`config.mk`:
```
export PLATFORM = sky130hd
export DESIGN_NAME = buffer_pool_descriptor_queue_core_flat
export DESIGN_NICKNAME = d
export VERILOG_FILES = /design/src/sv/bpdq_pkg.sv /design/src/sv/bpdq_if.sv /design/src/sv/bpdq_ram.sv /design/src/sv/bpdq_free_stack.sv /design/src/sv/bpdq_ctrl.sv /design/src/sv/buffer_pool_descriptor_queue_core.sv /design/src/flat_wrapper.sv
export SDC_FILE = /design/constraint.sdc
export NUM_CORES = 2
export LEC_CHECK = 0
export BUFFER_PORTS_ARGS = -buffer_cell sky130_fd_sc_hd__buf_2
export CORE_MARGIN = 8
export CORE_UTILIZATION = 30
export CTS_BUF_LIST = sky130_fd_sc_hd__clkbuf_16
export CTS_CLUSTER_DIAMETER = 30
export CTS_CLUSTER_SIZE = 25
export DETAILED_ROUTE_END_ITERATION = 8
export HOLD_SLACK_MARGIN = 0.12
export PLACE_DENSITY = 0.48
export SLEW_MARGIN = 40
export SYNTH_ARGS = -nofsm -noshare
export SYNTH_HDL_FRONTEND = slang
export SYNTH_HIERARCHICAL = 1
export SYNTH_SLANG_ARGS = --single-unit
```
`constraint.sdc`:
```
create_clock -name clock -period 12.04 [get_ports clock]
set_input_delay 1.204 -clock clock [delete_from_list [all_inputs] [get_ports clock]]
set_output_delay 1.204 -clock clock [all_outputs]
set_load 0.02 [all_outputs]
```
`src/sv/bpdq_pkg.sv`:
```
// Shared types and constants of the buffer pool descriptor queue.
`default_nettype none

package bpdq_pkg;

   localparam int LEN_W = 16;
   localparam int IDX_W = 6;
   localparam int CNT_W = 7;
   localparam int ST_W  = 3;
   localparam int CMD_W = 2;

   typedef enum logic [CMD_W-1:0] {
      CMD_PUSH    = 2'd0,
      CMD_POP     = 2'd1,
      CMD_RELEASE = 2'd2,
      CMD_FLUSH   = 2'd3
   } cmd_type;

   typedef enum logic [ST_W-1:0] {
      ST_OK      = 3'd0,
      ST_BAD_LEN = 3'd1,
      ST_NO_FREE = 3'd2,
      ST_EMPTY   = 3'd3,
      ST_BAD_REL = 3'd4
   } status_type;

   // Free stack controls from the sequencer
   typedef struct packed {
      logic rd;
      logic take;
      logic put;
   } stk_ctl_type;

endpackage

`default_nettype wire

```
`src/sv/bpdq_if.sv`:
```
// Request, response and register-write channel interfaces.
`default_nettype none

interface bpdq_req_if;
   logic                        valid;
   logic                        ready;
   logic [bpdq_pkg::CMD_W-1:0]  command;
   logic [bpdq_pkg::LEN_W-1:0]  length;
   logic [bpdq_pkg::IDX_W-1:0]  buffer_index;

   modport source (output valid, command, length, buffer_index, input ready);
   modport sink (input valid, command, length, buffer_index, output ready);
endinterface

interface bpdq_rsp_if;
   logic                        valid;
   logic                        ready;
   logic [bpdq_pkg::ST_W-1:0]   status;
   logic [bpdq_pkg::IDX_W-1:0]  granted_index;
   logic [bpdq_pkg::LEN_W-1:0]  granted_length;
   logic [bpdq_pkg::CNT_W-1:0]  queued_count;
   logic                        is_full;
   logic                        is_empty;

   modport source (output valid, status, granted_index, granted_length, queued_count,
                   is_full, is_empty, input ready);
   modport sink (input valid, status, granted_index, granted_length, queued_count,
                 is_full, is_empty, output ready);
endinterface

interface bpdq_csr_if;
   logic                        valid;
   logic                        ready;
   logic [bpdq_pkg::LEN_W-1:0]  data;

   modport source (output valid, data, input ready);
   modport sink (input valid, data, output ready);
endinterface

`default_nettype wire

```
`src/sv/bpdq_ram.sv`:
```
// Generic single-port-write, registered-read RAM.
`default_nettype none

module bpdq_ram #(
   parameter int WIDTH = 8,
   parameter int DEPTH = 64
) (
   input  wire logic                     clock,
   input  wire logic                     wr_en,
   input  wire logic [$clog2(DEPTH)-1:0] wr_addr,
   input  wire logic [WIDTH-1:0]         wr_data,
   input  wire logic                     rd_en,
   input  wire logic [$clog2(DEPTH)-1:0] rd_addr,
   output logic      [WIDTH-1:0]         rd_data
);

   logic [WIDTH-1:0] mem [DEPTH];
   logic [WIDTH-1:0] rd_data_ff;

   // Write port and registered read port
   always_ff @(posedge clock) begin
      if (wr_en) begin
         mem[wr_addr] <= wr_data;
      end
      if (rd_en) begin
         rd_data_ff <= mem[rd_addr];
      end
   end

   assign rd_data = rd_data_ff;

endmodule

`default_nettype wire

```
`src/sv/bpdq_free_stack.sv`:
```
// Free buffer index stack: RAM, fill count and low-water mark for reset contents.
`default_nettype none

module bpdq_free_stack #(
   parameter int QUEUE_DEPTH = 64
) (
   input  wire logic                               clock,
   input  wire logic                               reset,
   input  wire bpdq_pkg::stk_ctl_type              ctl,
   input  wire logic [$clog2(QUEUE_DEPTH)-1:0]     put_data,
   output logic      [$clog2(QUEUE_DEPTH)-1:0]     top_data,
   output logic      [$clog2(QUEUE_DEPTH+1)-1:0]   count
);

   localparam int IW = $clog2(QUEUE_DEPTH);
   localparam int CW = $clog2(QUEUE_DEPTH + 1);
   localparam logic [CW-1:0] DEPTH_C  = CW'(QUEUE_DEPTH);
   localparam logic [IW-1:0] LAST_IDX = IW'(QUEUE_DEPTH - 1);

   logic [CW-1:0] count_ff, count_in;
   logic [CW-1:0] low_ff, low_in;
   logic [IW-1:0] rd_addr_ff, rd_addr_in;
   logic [IW-1:0] rd_addr;
   logic [IW-1:0] ram_q;
   logic          wr_en;
   logic [CW-1:0] count_dec;

   assign rd_addr   = IW'(count_ff - CW'(1));
   assign count_dec = count_ff - CW'(1);
   assign wr_en     = ctl.put && (count_ff != DEPTH_C);

   // Advance the fill count and track the lowest count ever reached
   always_comb begin
      count_in   = count_ff;
      low_in     = low_ff;
      rd_addr_in = rd_addr_ff;
      if (ctl.rd) begin
         rd_addr_in = rd_addr;
      end
      if (ctl.take) begin
         count_in = count_dec;
         if (count_dec < low_ff) begin
            low_in = count_dec;
         end
      end else if (wr_en) begin
         count_in = count_ff + CW'(1);
      end
   end

   always_ff @(posedge clock) begin
      if (reset) begin
         count_ff <= DEPTH_C;
         low_ff   <= DEPTH_C;
      end else begin
         count_ff <= count_in;
         low_ff   <= low_in;
      end
      rd_addr_ff <= rd_addr_in;
   end

   bpdq_ram #(
      .WIDTH (IW),
      .DEPTH (QUEUE_DEPTH)
   ) u_ram (
      .clock   (clock),
      .wr_en   (wr_en),
      .wr_addr (IW'(count_ff)),
      .wr_data (put_data),
      .rd_en   (ctl.rd),
      .rd_addr (rd_addr),
      .rd_data (ram_q)
   );

   // Entries below the low-water mark were never rewritten: hold reset contents
   assign top_data = (CW'(rd_addr_ff) >= low_ff) ? ram_q : (LAST_IDX - rd_addr_ff);
   assign count    = count_ff;

endmodule

`default_nettype wire

```
`src/sv/bpdq_ctrl.sv`:
```
// Command sequencer: descriptor ring pointers, flush walk and response register.
`default_nettype none

module bpdq_ctrl #(
   parameter int QUEUE_DEPTH = 64
) (
   input  wire logic                                          clock,
   input  wire logic                                          reset,
   bpdq_req_if.sink                                           req,
   bpdq_rsp_if.source                                         rsp,
   bpdq_csr_if.sink                                           csr,
   output bpdq_pkg::stk_ctl_type                              stk_ctl,
   output logic [$clog2(QUEUE_DEPTH)-1:0]                     stk_put_data,
   input  wire logic [$clog2(QUEUE_DEPTH)-1:0]                stk_top,
   input  wire logic [$clog2(QUEUE_DEPTH+1)-1:0]              stk_count,
   output logic                                               ring_rd_en,
   output logic [$clog2(QUEUE_DEPTH)-1:0]                     ring_rd_addr,
   input  wire logic [bpdq_pkg::LEN_W+$clog2(QUEUE_DEPTH)-1:0] ring_rd_data,
   output logic                                               ring_wr_en,
   output logic [$clog2(QUEUE_DEPTH)-1:0]                     ring_wr_addr,
   output logic [bpdq_pkg::LEN_W+$clog2(QUEUE_DEPTH)-1:0]     ring_wr_data
);

   localparam int IW = $clog2(QUEUE_DEPTH);
   localparam int CW = $clog2(QUEUE_DEPTH + 1);
   localparam int LW = bpdq_pkg::LEN_W;
   localparam logic [CW-1:0] DEPTH_C  = CW'(QUEUE_DEPTH);
   localparam logic [IW-1:0] LAST_PTR = IW'(QUEUE_DEPTH - 1);

   typedef enum logic [1:0] {
      S_IDLE,
      S_EXEC,
      S_FLUSH
   } state_type;

   state_type                   state_ff, state_in;
   bpdq_pkg::cmd_type           cmd_ff, cmd_in;
   logic [LW-1:0]               len_ff, len_in;
   logic [bpdq_pkg::IDX_W-1:0]  bidx_ff, bidx_in;
   logic [IW-1:0]               head_ff, head_in;
   logic [IW-1:0]               tail_ff, tail_in;
   logic [CW-1:0]               occ_ff, occ_in;
   logic [LW-1:0]               max_len_ff, max_len_in;
   logic                        pend_ff, pend_in;
   logic                        bad_ff, bad_in;
   logic                        rsp_valid_ff, rsp_valid_in;
   bpdq_pkg::status_type        rsp_status_ff, rsp_status_in;
   logic [IW-1:0]               rsp_idx_ff, rsp_idx_in;
   logic [LW-1:0]               rsp_len_ff, rsp_len_in;
   logic [CW-1:0]               rsp_occ_ff, rsp_occ_in;

   logic          req_fire;
   logic          out_free;
   logic          bidx_bad;
   logic [IW-1:0] head_nxt;
   logic [IW-1:0] tail_nxt;

   assign req.ready = (state_ff == S_IDLE) && !reset;
   assign csr.ready = !reset;
   assign req_fire  = req.valid && req.ready;
   assign out_free  = !rsp_valid_ff || rsp.ready;
   assign bidx_bad  = (32'(bidx_ff) >= 32'(QUEUE_DEPTH));
   assign head_nxt  = (head_ff == LAST_PTR) ? '0 : head_ff + IW'(1);
   assign tail_nxt  = (tail_ff == LAST_PTR) ? '0 : tail_ff + IW'(1);

   assign ring_rd_addr = head_ff;
   assign ring_wr_addr = tail_ff;
   assign ring_wr_data = {len_ff, stk_top};
   assign stk_put_data = (state_ff == S_FLUSH) ? ring_rd_data[IW-1:0] : IW'(bidx_ff);

   // Sequence one request at a time
   always_comb begin
      state_in      = state_ff;
      cmd_in        = cmd_ff;
      len_in        = len_ff;
      bidx_in       = bidx_ff;
      head_in       = head_ff;
      tail_in       = tail_ff;
      occ_in        = occ_ff;
      max_len_in    = max_len_ff;
      pend_in       = pend_ff;
      bad_in        = bad_ff;
      rsp_valid_in  = rsp_valid_ff && !rsp.ready;
      rsp_status_in = rsp_status_ff;
      rsp_idx_in    = rsp_idx_ff;
      rsp_len_in    = rsp_len_ff;
      rsp_occ_in    = rsp_occ_ff;
      stk_ctl       = '0;
      ring_rd_en    = 1'b0;
      ring_wr_en    = 1'b0;

      if (csr.valid) begin
         max_len_in = csr.data;
      end

      unique case (state_ff)
         S_IDLE: begin
            // Latch the request and start both memory reads
            if (req_fire) begin
               cmd_in     = bpdq_pkg::cmd_type'(req.command);
               len_in     = req.length;
               bidx_in    = req.buffer_index;
               pend_in    = 1'b0;
               bad_in     = 1'b0;
               ring_rd_en = 1'b1;
               stk_ctl.rd = 1'b1;
               state_in   = (bpdq_pkg::cmd_type'(req.command) == bpdq_pkg::CMD_FLUSH)
                            ? S_FLUSH : S_EXEC;
            end
         end
         S_EXEC: begin
            // Commit once the response register is free
            if (out_free) begin
               rsp_valid_in  = 1'b1;
               rsp_status_in = bpdq_pkg::ST_OK;
               rsp_idx_in    = '0;
               rsp_len_in    = '0;
               state_in      = S_IDLE;
               unique case (cmd_ff)
                  bpdq_pkg::CMD_PUSH: begin
                     if (len_ff == '0 || len_ff > max_len_ff) begin
                        rsp_status_in = bpdq_pkg::ST_BAD_LEN;
                     end else if (stk_count == '0 || occ_ff == DEPTH_C) begin
                        rsp_status_in = bpdq_pkg::ST_NO_FREE;
                     end else begin
                        stk_ctl.take = 1'b1;
                        ring_wr_en   = 1'b1;
                        tail_in      = tail_nxt;
                        occ_in       = occ_ff + CW'(1);
                        rsp_idx_in   = stk_top;
                     end
                  end
                  bpdq_pkg::CMD_POP: begin
                     if (occ_ff == '0) begin
                        rsp_status_in = bpdq_pkg::ST_EMPTY;
                     end else begin
                        head_in    = head_nxt;
                        occ_in     = occ_ff - CW'(1);
                        rsp_idx_in = ring_rd_data[IW-1:0];
                        rsp_len_in = ring_rd_data[IW +: LW];
                     end
                  end
                  bpdq_pkg::CMD_RELEASE: begin
                     if (bidx_bad || stk_count == DEPTH_C) begin
                        rsp_status_in = bpdq_pkg::ST_BAD_REL;
                     end else begin
                        stk_ctl.put = 1'b1;
                     end
                  end
                  default: begin
                     rsp_status_in = bpdq_pkg::ST_OK;
                  end
               endcase
               rsp_occ_in = occ_in;
            end
         end
         S_FLUSH: begin
            // Return the index read last cycle, drop it and flag an error if the stack is full
            if (pend_ff) begin
               stk_ctl.put = 1'b1;
               if (stk_count == DEPTH_C) begin
                  bad_in = 1'b1;
               end
            end
            pend_in = 1'b0;
            if (occ_ff != '0) begin
               ring_rd_en = 1'b1;
               head_in    = head_nxt;
               occ_in     = occ_ff - CW'(1);
               pend_in    = 1'b1;
            end else if (!pend_ff && out_free) begin
               rsp_valid_in  = 1'b1;
               rsp_status_in = bad_ff ? bpdq_pkg::ST_BAD_REL : bpdq_pkg::ST_OK;
               rsp_idx_in    = '0;
               rsp_len_in    = '0;
               rsp_occ_in    = '0;
               state_in      = S_IDLE;
            end
         end
         default: begin
            state_in = S_IDLE;
         end
      endcase
   end

   // Hold state and registered response
   always_ff @(posedge clock) begin
      if (reset) begin
         state_ff     <= S_IDLE;
         head_ff      <= '0;
         tail_ff      <= '0;
         occ_ff       <= '0;
         max_len_ff   <= LW'(2048);
         pend_ff      <= 1'b0;
         bad_ff       <= 1'b0;
         rsp_valid_ff <= 1'b0;
      end else begin
         state_ff     <= state_in;
         head_ff      <= head_in;
         tail_ff      <= tail_in;
         occ_ff       <= occ_in;
         max_len_ff   <= max_len_in;
         pend_ff      <= pend_in;
         bad_ff       <= bad_in;
         rsp_valid_ff <= rsp_valid_in;
      end
      cmd_ff        <= cmd_in;
      len_ff        <= len_in;
      bidx_ff       <= bidx_in;
      rsp_status_ff <= rsp_status_in;
      rsp_idx_ff    <= rsp_idx_in;
      rsp_len_ff    <= rsp_len_in;
      rsp_occ_ff    <= rsp_occ_in;
   end

   assign rsp.valid          = rsp_valid_ff;
   assign rsp.status         = rsp_status_ff;
   assign rsp.granted_index  = bpdq_pkg::IDX_W'(rsp_idx_ff);
   assign rsp.granted_length = rsp_len_ff;
   assign rsp.queued_count   = bpdq_pkg::CNT_W'(rsp_occ_ff);
   assign rsp.is_full        = (rsp_occ_ff == DEPTH_C);
   assign rsp.is_empty       = (rsp_occ_ff == '0);

endmodule

`default_nettype wire

```
`src/sv/buffer_pool_descriptor_queue_core.sv`:
```
// Buffer pool descriptor queue: free index stack plus descriptor ring, one request at a time.
// Push, pop and release go through a registered memory read, then commit and load the
// response register once it is free.
// Flush walks the ring and returns each queued buffer index to the free stack, then responds.
// A new request is taken only once the current one has loaded its response.
// Synchronous reset: queue empty, all buffers free, max_length 2048; no clearing pass.
`default_nettype none

module buffer_pool_descriptor_queue_core #(
   parameter int QUEUE_DEPTH = 64
) (
   input  wire logic  clock,
   input  wire logic  reset,
   bpdq_req_if.sink   req,
   bpdq_rsp_if.source rsp,
   bpdq_csr_if.sink   csr
);

   localparam int IW = $clog2(QUEUE_DEPTH);
   localparam int CW = $clog2(QUEUE_DEPTH + 1);
   localparam int RW = bpdq_pkg::LEN_W + IW;

   bpdq_pkg::stk_ctl_type stk_ctl;
   logic [IW-1:0]         stk_put_data;
   logic [IW-1:0]         stk_top;
   logic [CW-1:0]         stk_count;
   logic                  ring_rd_en;
   logic [IW-1:0]         ring_rd_addr;
   logic [RW-1:0]         ring_rd_data;
   logic                  ring_wr_en;
   logic [IW-1:0]         ring_wr_addr;
   logic [RW-1:0]         ring_wr_data;

   bpdq_free_stack #(
      .QUEUE_DEPTH (QUEUE_DEPTH)
   ) u_free_stack (
      .clock    (clock),
      .reset    (reset),
      .ctl      (stk_ctl),
      .put_data (stk_put_data),
      .top_data (stk_top),
      .count    (stk_count)
   );

   // Descriptor ring: length above buffer index
   bpdq_ram #(
      .WIDTH (RW),
      .DEPTH (QUEUE_DEPTH)
   ) u_ring (
      .clock   (clock),
      .wr_en   (ring_wr_en),
      .wr_addr (ring_wr_addr),
      .wr_data (ring_wr_data),
      .rd_en   (ring_rd_en),
      .rd_addr (ring_rd_addr),
      .rd_data (ring_rd_data)
   );

   bpdq_ctrl #(
      .QUEUE_DEPTH (QUEUE_DEPTH)
   ) u_ctrl (
      .clock        (clock),
      .reset        (reset),
      .req          (req),
      .rsp          (rsp),
      .csr          (csr),
      .stk_ctl      (stk_ctl),
      .stk_put_data (stk_put_data),
      .stk_top      (stk_top),
      .stk_count    (stk_count),
      .ring_rd_en   (ring_rd_en),
      .ring_rd_addr (ring_rd_addr),
      .ring_rd_data (ring_rd_data),
      .ring_wr_en   (ring_wr_en),
      .ring_wr_addr (ring_wr_addr),
      .ring_wr_data (ring_wr_data)
   );

endmodule

`default_nettype wire
```
`src/flat_wrapper.sv`:
```
// flat-port wrapper written by rule: the top's interface ports become plain ports
module buffer_pool_descriptor_queue_core_flat 
#(
   parameter int QUEUE_DEPTH = 64
)
  (clock, reset, req_valid, req_command, req_length, req_buffer_index, req_ready, rsp_valid, rsp_status, rsp_granted_index, rsp_granted_length, rsp_queued_count, rsp_is_full, rsp_is_empty, rsp_ready, csr_valid, csr_data, csr_ready);
  bpdq_req_if req_i ();
  bpdq_rsp_if rsp_i ();
  bpdq_csr_if csr_i ();
  input  wire logic clock;
  input  wire logic reset;
  input wire logic [$bits(req_i.valid)-1:0] req_valid;
  input wire logic [$bits(req_i.command)-1:0] req_command;
  input wire logic [$bits(req_i.length)-1:0] req_length;
  input wire logic [$bits(req_i.buffer_index)-1:0] req_buffer_index;
  output wire logic [$bits(req_i.ready)-1:0] req_ready;
  output wire logic [$bits(rsp_i.valid)-1:0] rsp_valid;
  output wire logic [$bits(rsp_i.status)-1:0] rsp_status;
  output wire logic [$bits(rsp_i.granted_index)-1:0] rsp_granted_index;
  output wire logic [$bits(rsp_i.granted_length)-1:0] rsp_granted_length;
  output wire logic [$bits(rsp_i.queued_count)-1:0] rsp_queued_count;
  output wire logic [$bits(rsp_i.is_full)-1:0] rsp_is_full;
  output wire logic [$bits(rsp_i.is_empty)-1:0] rsp_is_empty;
  input wire logic [$bits(rsp_i.ready)-1:0] rsp_ready;
  input wire logic [$bits(csr_i.valid)-1:0] csr_valid;
  input wire logic [$bits(csr_i.data)-1:0] csr_data;
  output wire logic [$bits(csr_i.ready)-1:0] csr_ready;
  assign req_i.valid = req_valid;
  assign req_i.command = req_command;
  assign req_i.length = req_length;
  assign req_i.buffer_index = req_buffer_index;
  assign req_ready = req_i.ready;
  assign rsp_valid = rsp_i.valid;
  assign rsp_status = rsp_i.status;
  assign rsp_granted_index = rsp_i.granted_index;
  assign rsp_granted_length = rsp_i.granted_length;
  assign rsp_queued_count = rsp_i.queued_count;
  assign rsp_is_full = rsp_i.is_full;
  assign rsp_is_empty = rsp_i.is_empty;
  assign rsp_i.ready = rsp_ready;
  assign csr_i.valid = csr_valid;
  assign csr_i.data = csr_data;
  assign csr_ready = csr_i.ready;
  buffer_pool_descriptor_queue_core #(.QUEUE_DEPTH(QUEUE_DEPTH)) u_core (.clock(clock), .reset(reset), .req(req_i), .rsp(rsp_i), .csr(csr_i));
endmodule
```
* Word-level counts from Yosys, hierarchy flattened
Memory sizes are Yosys's and may differ from the RTL's. A register that Yosys moved wholly into a read port is not among the register bits.
Index checks and enable logic that the tools add are counted.
** Storage, ports and cells
- Bits in registers :: 116
- Bits in writable memories :: 1792
- Input bits :: 45
- Output and inout port bits :: 37
- Logic and storage cells :: 162
- Memories :: 2
** Operators by class
- Add/subtract/negate cells :: 7
- Order comparisons :: 3
- Equal/unequal tests :: 20
- Multiplexer cells :: 79
- Bitwise operators :: 2
- Reductions and logical operators :: 31
** Memories
- u_core.u_ring.mem :: words 64, width 22, rd ports 1, clocked after memory_dff 1, wr ports 1, RTL line bpdq_ram.sv:17 : logic [WIDTH-1:0] mem [DEPTH];
- u_core.u_free_stack.u_ram.mem :: words 64, width 6, rd ports 1, clocked after memory_dff 1, wr ports 1, RTL line bpdq_ram.sv:17
** Operators with widths (count)
- $mux 6 :: 14
- $mux 16 :: 5
- $mux 7 :: 9
- $pmux 7 s2 :: 3
- $pmux 6 s2 :: 3
- $pmux 16 s2 :: 1
- $mux 1 :: 22
- $eq 7x7->1 const B :: 3
- $logic_not 7->1 :: 3
- $mux 2 :: 9
- $gt 16x16->1 :: 1
- $logic_not 16->1 :: 1
- $mux 3 :: 5
- $add 7x1->7 const B :: 2
- $sub 7x1->7 const B :: 2
- $add 6x1->6 const B :: 2
- $eq 6x6->1 const B :: 2
- $reduce_and 4->1 :: 3
- $ne 2x2->1 const B :: 5
- $pmux 1 s2 :: 5
- $reduce_and 5->1 :: 2
- $pmux 3 s3 :: 1
- $ne 2x1->1 const B :: 4
- $ge 6x7->1 :: 1
- other kinds (16) :: 34

* Logic depth before layout (Yosys ltp)
- Word-level depth :: 10
- Depth in mapped cells :: 14
- Depth with buffers taken out :: 12

* By module
The synthesis kept the hierarchy.
** By module, submodules not included
- bpdq_ram at u_core.u_ring :: instances 1, cells each 2349, area each 54481.0 µm²
- bpdq_ram at u_core.u_free_stack.u_ram :: instances 1, cells each 729, area each 15265.9 µm²
- bpdq_ctrl :: instances 1, cells each 526, area each 5175.0 µm²
- bpdq_free_stack :: instances 1, cells each 137, area each 1287.5 µm²

* Least setup slack after synthesis
No wires, ideal clock.
- Path type :: reg2reg
- Start :: register u_core.u_ctrl.len_ff[15]
- End :: memory u_core/u_ring/mem[48][0] in the netlist's numbering (enable)
- Setup time :: 0.429 ns
- Data arrival time :: 4.554 ns
- Required time :: 11.611 ns
- Path slack :: 7.057 ns
- Cell stages (with the launch flop) :: 10
- Path buffers :: 1
- Cells stage by stage :: edfxtp_1 ha_1 nand4_1 or4_4 nor3_4 a31oi_4 buf_4 nor2_1 nand4b_1 nor3_1
** On the way
- Cells in the longest elaborated chain, start to end :: 8
- Elaborated cells between the ends (all ways) :: 9
- Those cells by class :: order compare: 1; mux: 6; reduce/logical: 2
** Ends and longest elaborated chain
- from (decl) :: RTL line bpdq_ctrl.sv:38 : logic [LW-1:0] len_ff, len_in;
- from (signal assigned) :: RTL line bpdq_ctrl.sv:208 : len_ff <= len_in;
- $gt 16x16->1 / $logic_not 16->1 (equally long branches) :: RTL line bpdq_ctrl.sv:121 : if (len_ff == '0 || len_ff > max_len_ff) begin
- $logic_or 1x1->1 * :: RTL line bpdq_ctrl.sv:121
- $mux 1 * :: RTL line bpdq_ctrl.sv:121
- $mux 1 * :: RTL line bpdq_ctrl.sv:119 : unique case (cmd_ff)
- $mux 1 * :: RTL line bpdq_ctrl.sv:113 : if (out_free) begin
- $mux 1 * :: RTL line bpdq_ctrl.sv:96 : unique case (state_ff)
- named net u_core.ring_wr_en :: RTL line buffer_pool_descriptor_queue_core.sv:30 : logic ring_wr_en;
- $mux 1 * :: RTL line bpdq_ram.sv:22 : if (wr_en) begin
- $mux 1 (not written as such) * :: RTL line bpdq_ram.sv:23 : mem[wr_addr] <= wr_data;
- to (decl) :: RTL line bpdq_ram.sv:17
Mark *: on every way through the listed nets, which the timed path passes. The rest lies on a longest branch.

* Final worst setup path
- Start :: register u_core.u_ctrl.len_ff[10]
- End :: memory u_core/u_ring/mem[30][6] in the netlist's numbering (enable)
The elaborated chain is that of the path after synthesis.

==> metrics.txt <==
top-count cell post-synth=edfxtp_1; Detailed Place HPWL=128.9 mm; post-synthesis sequential area ratio=75.58%; Area Growth Syn to Fin=25.09%; Placement Cell Area=81310 um2; post-layout instance area=95330 um2; total gr overflow=0; die area=270400 um2; pin count of the biggest net entering global routing=90; Site Rows=185; peak supply drop=0.1446 mV; initial antenna violation count=20; simple logic cell fraction of the synthesized area=3.428%; Post-CTS Hold Buffers=0; multi-input logic area=17740 um2; vias in the first global route=40514; Clk pwr share=56.8%; synthesized area per cell=20.37 um2; Sequential cell area=57610 um2; switching share of power=21.52%; Commonest cells post-synth=edfxtp_1 (1882), mux4_2 (455), nor2_1 (230), mux2i_1 (108), nand2_1 (106); clk_lat worst skew=0.94 ns; share of post-route cells with drive strength above 1=32.53%; Gate Count Post-Synth=3741; Slew @ Worst Pin=0.8347 ns; fraction of registers with async set/reset=0%; crit path kind=reg2reg; Critical Path Start Type=register; Hold WC Path Type=in2reg; flop2flop setup slack=7.14 ns; WL/cell=27.40 um; Filler cells=23084; post-CTS resize count=0; clock root cell=clkbuf_16; vias=39363; Post-Synth Adder-Cell Area=0.6403%; fin. max-slew vios=0; share of power burned in registers=38.4%; top cell type's share of synthesized area=74.16%; Vias/cell=4.998; gpl congestion=0.8102; Comb pwr share=4.8%; Post-synth EDFFs=1882; RSZ-0062 raised after global routing=no; Starting Density=30.07%; Clock Skew=0.09324 ns; post-synth top area cell=edfxtp_1; Post-CTS Setup Inserts=0; Total GRT Usage=15.56%; largest cells by area after synthesis=edfxtp_1 (74%), mux4_2 (13%), dfxtp_1 (1.4%); dpl ws=7.010 ns; crit path max fanout=58; total CTS buffers=413; PnR worst setup slack=7.144 ns; nets=4256; multiplexer share of the synthesized area=15.22%; ys flop type=edfxtp_1; CP Capture Type=register; CTS H-tree lvls=5; Max Cap Viol=0; status=complete, no violations; die height=520.0 um; DRT Pass-1 Iters=5; f_max=0.2042 GHz; core footprint=253500 um2; post-route ant nets=0; post-synthesis net count=3825; CTS sink count=1936; Die Width=520.0 um; Tcrit/Tclk final=40.66%; setup violators final=0; initial DRC count=3721; largest family of logic cells by synthesized area=multiplexers; clock-pin slew on the worst setup and hold paths=0.04 ns; TritonCTS clock tree=done; area fraction in compound gates after synthesis=3.272%; Post-Synth XOR/XNOR Area=0.1839%; Pint=15.33 mW; Total Wirelength=215.8 mm; Port Buffers=81; Synthesis Warnings=6; Top Ports=82; Final min period=4.896 ns; Power Dens Cells=204.8 nW/um2; DRC=0; first-pass GRT wire length=306.8 mm; Bufs on Longest Clock Path=4; Worst Path Required=12.63 ns; placed insts=7118; total power=19.53 mW; CP arrival=5.49 ns; post-synth cell types=78; Final Hold Vio Count=0; post-synthesis register bit count=1936; Mapped Area=76210 um2; switching power=4.203 mW; relative slew slack=44.22%; setup TNS=0 ns; Leak=30.69 nW; fin cells=7876
-- worst max-delay path, cell delays in order, from the launching register on --
cell	delay (ns)
edfxtp_1	0.49
buf_4	0.62
ha_1	0.27
nand4_1	0.14
or4_4	0.56
nor3_4	0.18
a31oi_4	0.14
nor2_2	0.17
buf_4	0.29
nor2b_1	0.32
nand3_2	0.50
nor2_2	0.48
buf_4	0.34
-- state kept, by name (all words and copies together) (netlist names), 2 cells and up --
name / count
u_core/u_free_stack/low_ff: 7
u_core/u_ctrl/state_ff: 2
u_core/u_ctrl/occ_ff: 7
u_core/u_ctrl/rsp.granted_length: 16
u_core/u_ctrl/rsp.status: 3
u_core/u_ctrl/rsp.queued_count: 7
u_core/u_ring/rd_data: 22
u_core/u_ring/mem: 1408
u_core/u_ctrl/bidx_ff: 6
u_core/u_ctrl/ring_rd_addr: 6
u_core/u_free_stack/u_ram/mem: 384
u_core/u_free_stack/u_ram/rd_data: 6
u_core/u_ctrl/rsp.granted_index: 6
u_core/u_ctrl/len_ff: 16
u_core/u_free_stack/count: 7
u_core/u_ctrl/cmd_ff: 2
u_core/u_ctrl/ring_wr_addr: 6
u_core/u_ctrl/max_len_ff: 16
u_core/u_free_stack/rd_addr_ff: 6
-- cell families after synthesis --
group           count (synthesis)
fa+ha+maj                      39
simple gates                  556
flops                        1936
mux                           587
buf+inv                       266
compound gates                341
xor+xnor                       16
-- cell type report --
cell class	count	share of cell area (%)
inverter	47	0.1942
clock inverter	325	3.566
sequential	1936	60.43
multi-input combinational	1539	18.61
antenna	12	0.03150
tap	3366	4.418
clock buffer	416	10.92
timing repair buffer	235	1.828
-- power by group through the flow --
| stage | logic, mW | registers, mW | clock network (mW) |
|---|---|---|---|
| after floorplan | 0.572 | 7.63 | 0 |
| after global placement | 0.953 | 7.61 | 0 |
| after detailed placement | 0.957 | 7.61 | 0 |
| after CTS | 0.959 | 7.49 | 11.3 |
| after global routing | 1.01 | 7.49 | 11.6 |
| final | 0.946 | 7.49 | 11.1 |
-- through the flow --
| step | hold slack, ns | utilization [%] |
|---|---|---|
| 2_1_floorplan | 0.4593 | - |
| 3_3_place_gp | 0.4771 | 32.03 |
| 3_5_place_dp | 0.4839 | 32.08 |
| 4_1_cts | 0.3832 | 37.53 |
| 5_1_grt | 0.4067 | 37.60 |
| 6_report | 0.4544 | 37.61 |
-- path summary, 6_finish.rpt --
check,startpoint,end,cells after the start
hold / removal,req_length[4],u_core/u_ctrl/len_ff[4],1
hold reg to reg,u_core/u_free_stack/low_ff[5],u_core/u_free_stack/low_ff[5],2
setup / recovery,u_core/u_ctrl/len_ff[10],u_core/u_ring/mem[30][6],12
setup reg to reg,u_core/u_ctrl/len_ff[10],u_core/u_ring/mem[30][6],12
-- cells in the final DEF (no fill, tap or decap), types with 65 or more instances in the layout --
master,instances
edfxtp_1,1882
nor2_2,65
buf_2,84
mux2i_1,103
inv_1,89
clkinv_2,67
nand2_1,106
buf_4,127
nor2_1,166
mux4_2,455
clkbuf_16,416
-- per-layer routing --
layer / vias to the layer above / part of all wire [%] / track usage (%)
met1: 20996 / 43 / 21.13
li1: 16606 / - / -
met2: 1404 / 47 / 25.01
met5: - / 0.0060 / 0
met3: 355 / 7.2 / 3.706
met4: 2 / 2.6 / 4.454
No activity file was read; power rests on OpenSTA's default activity.
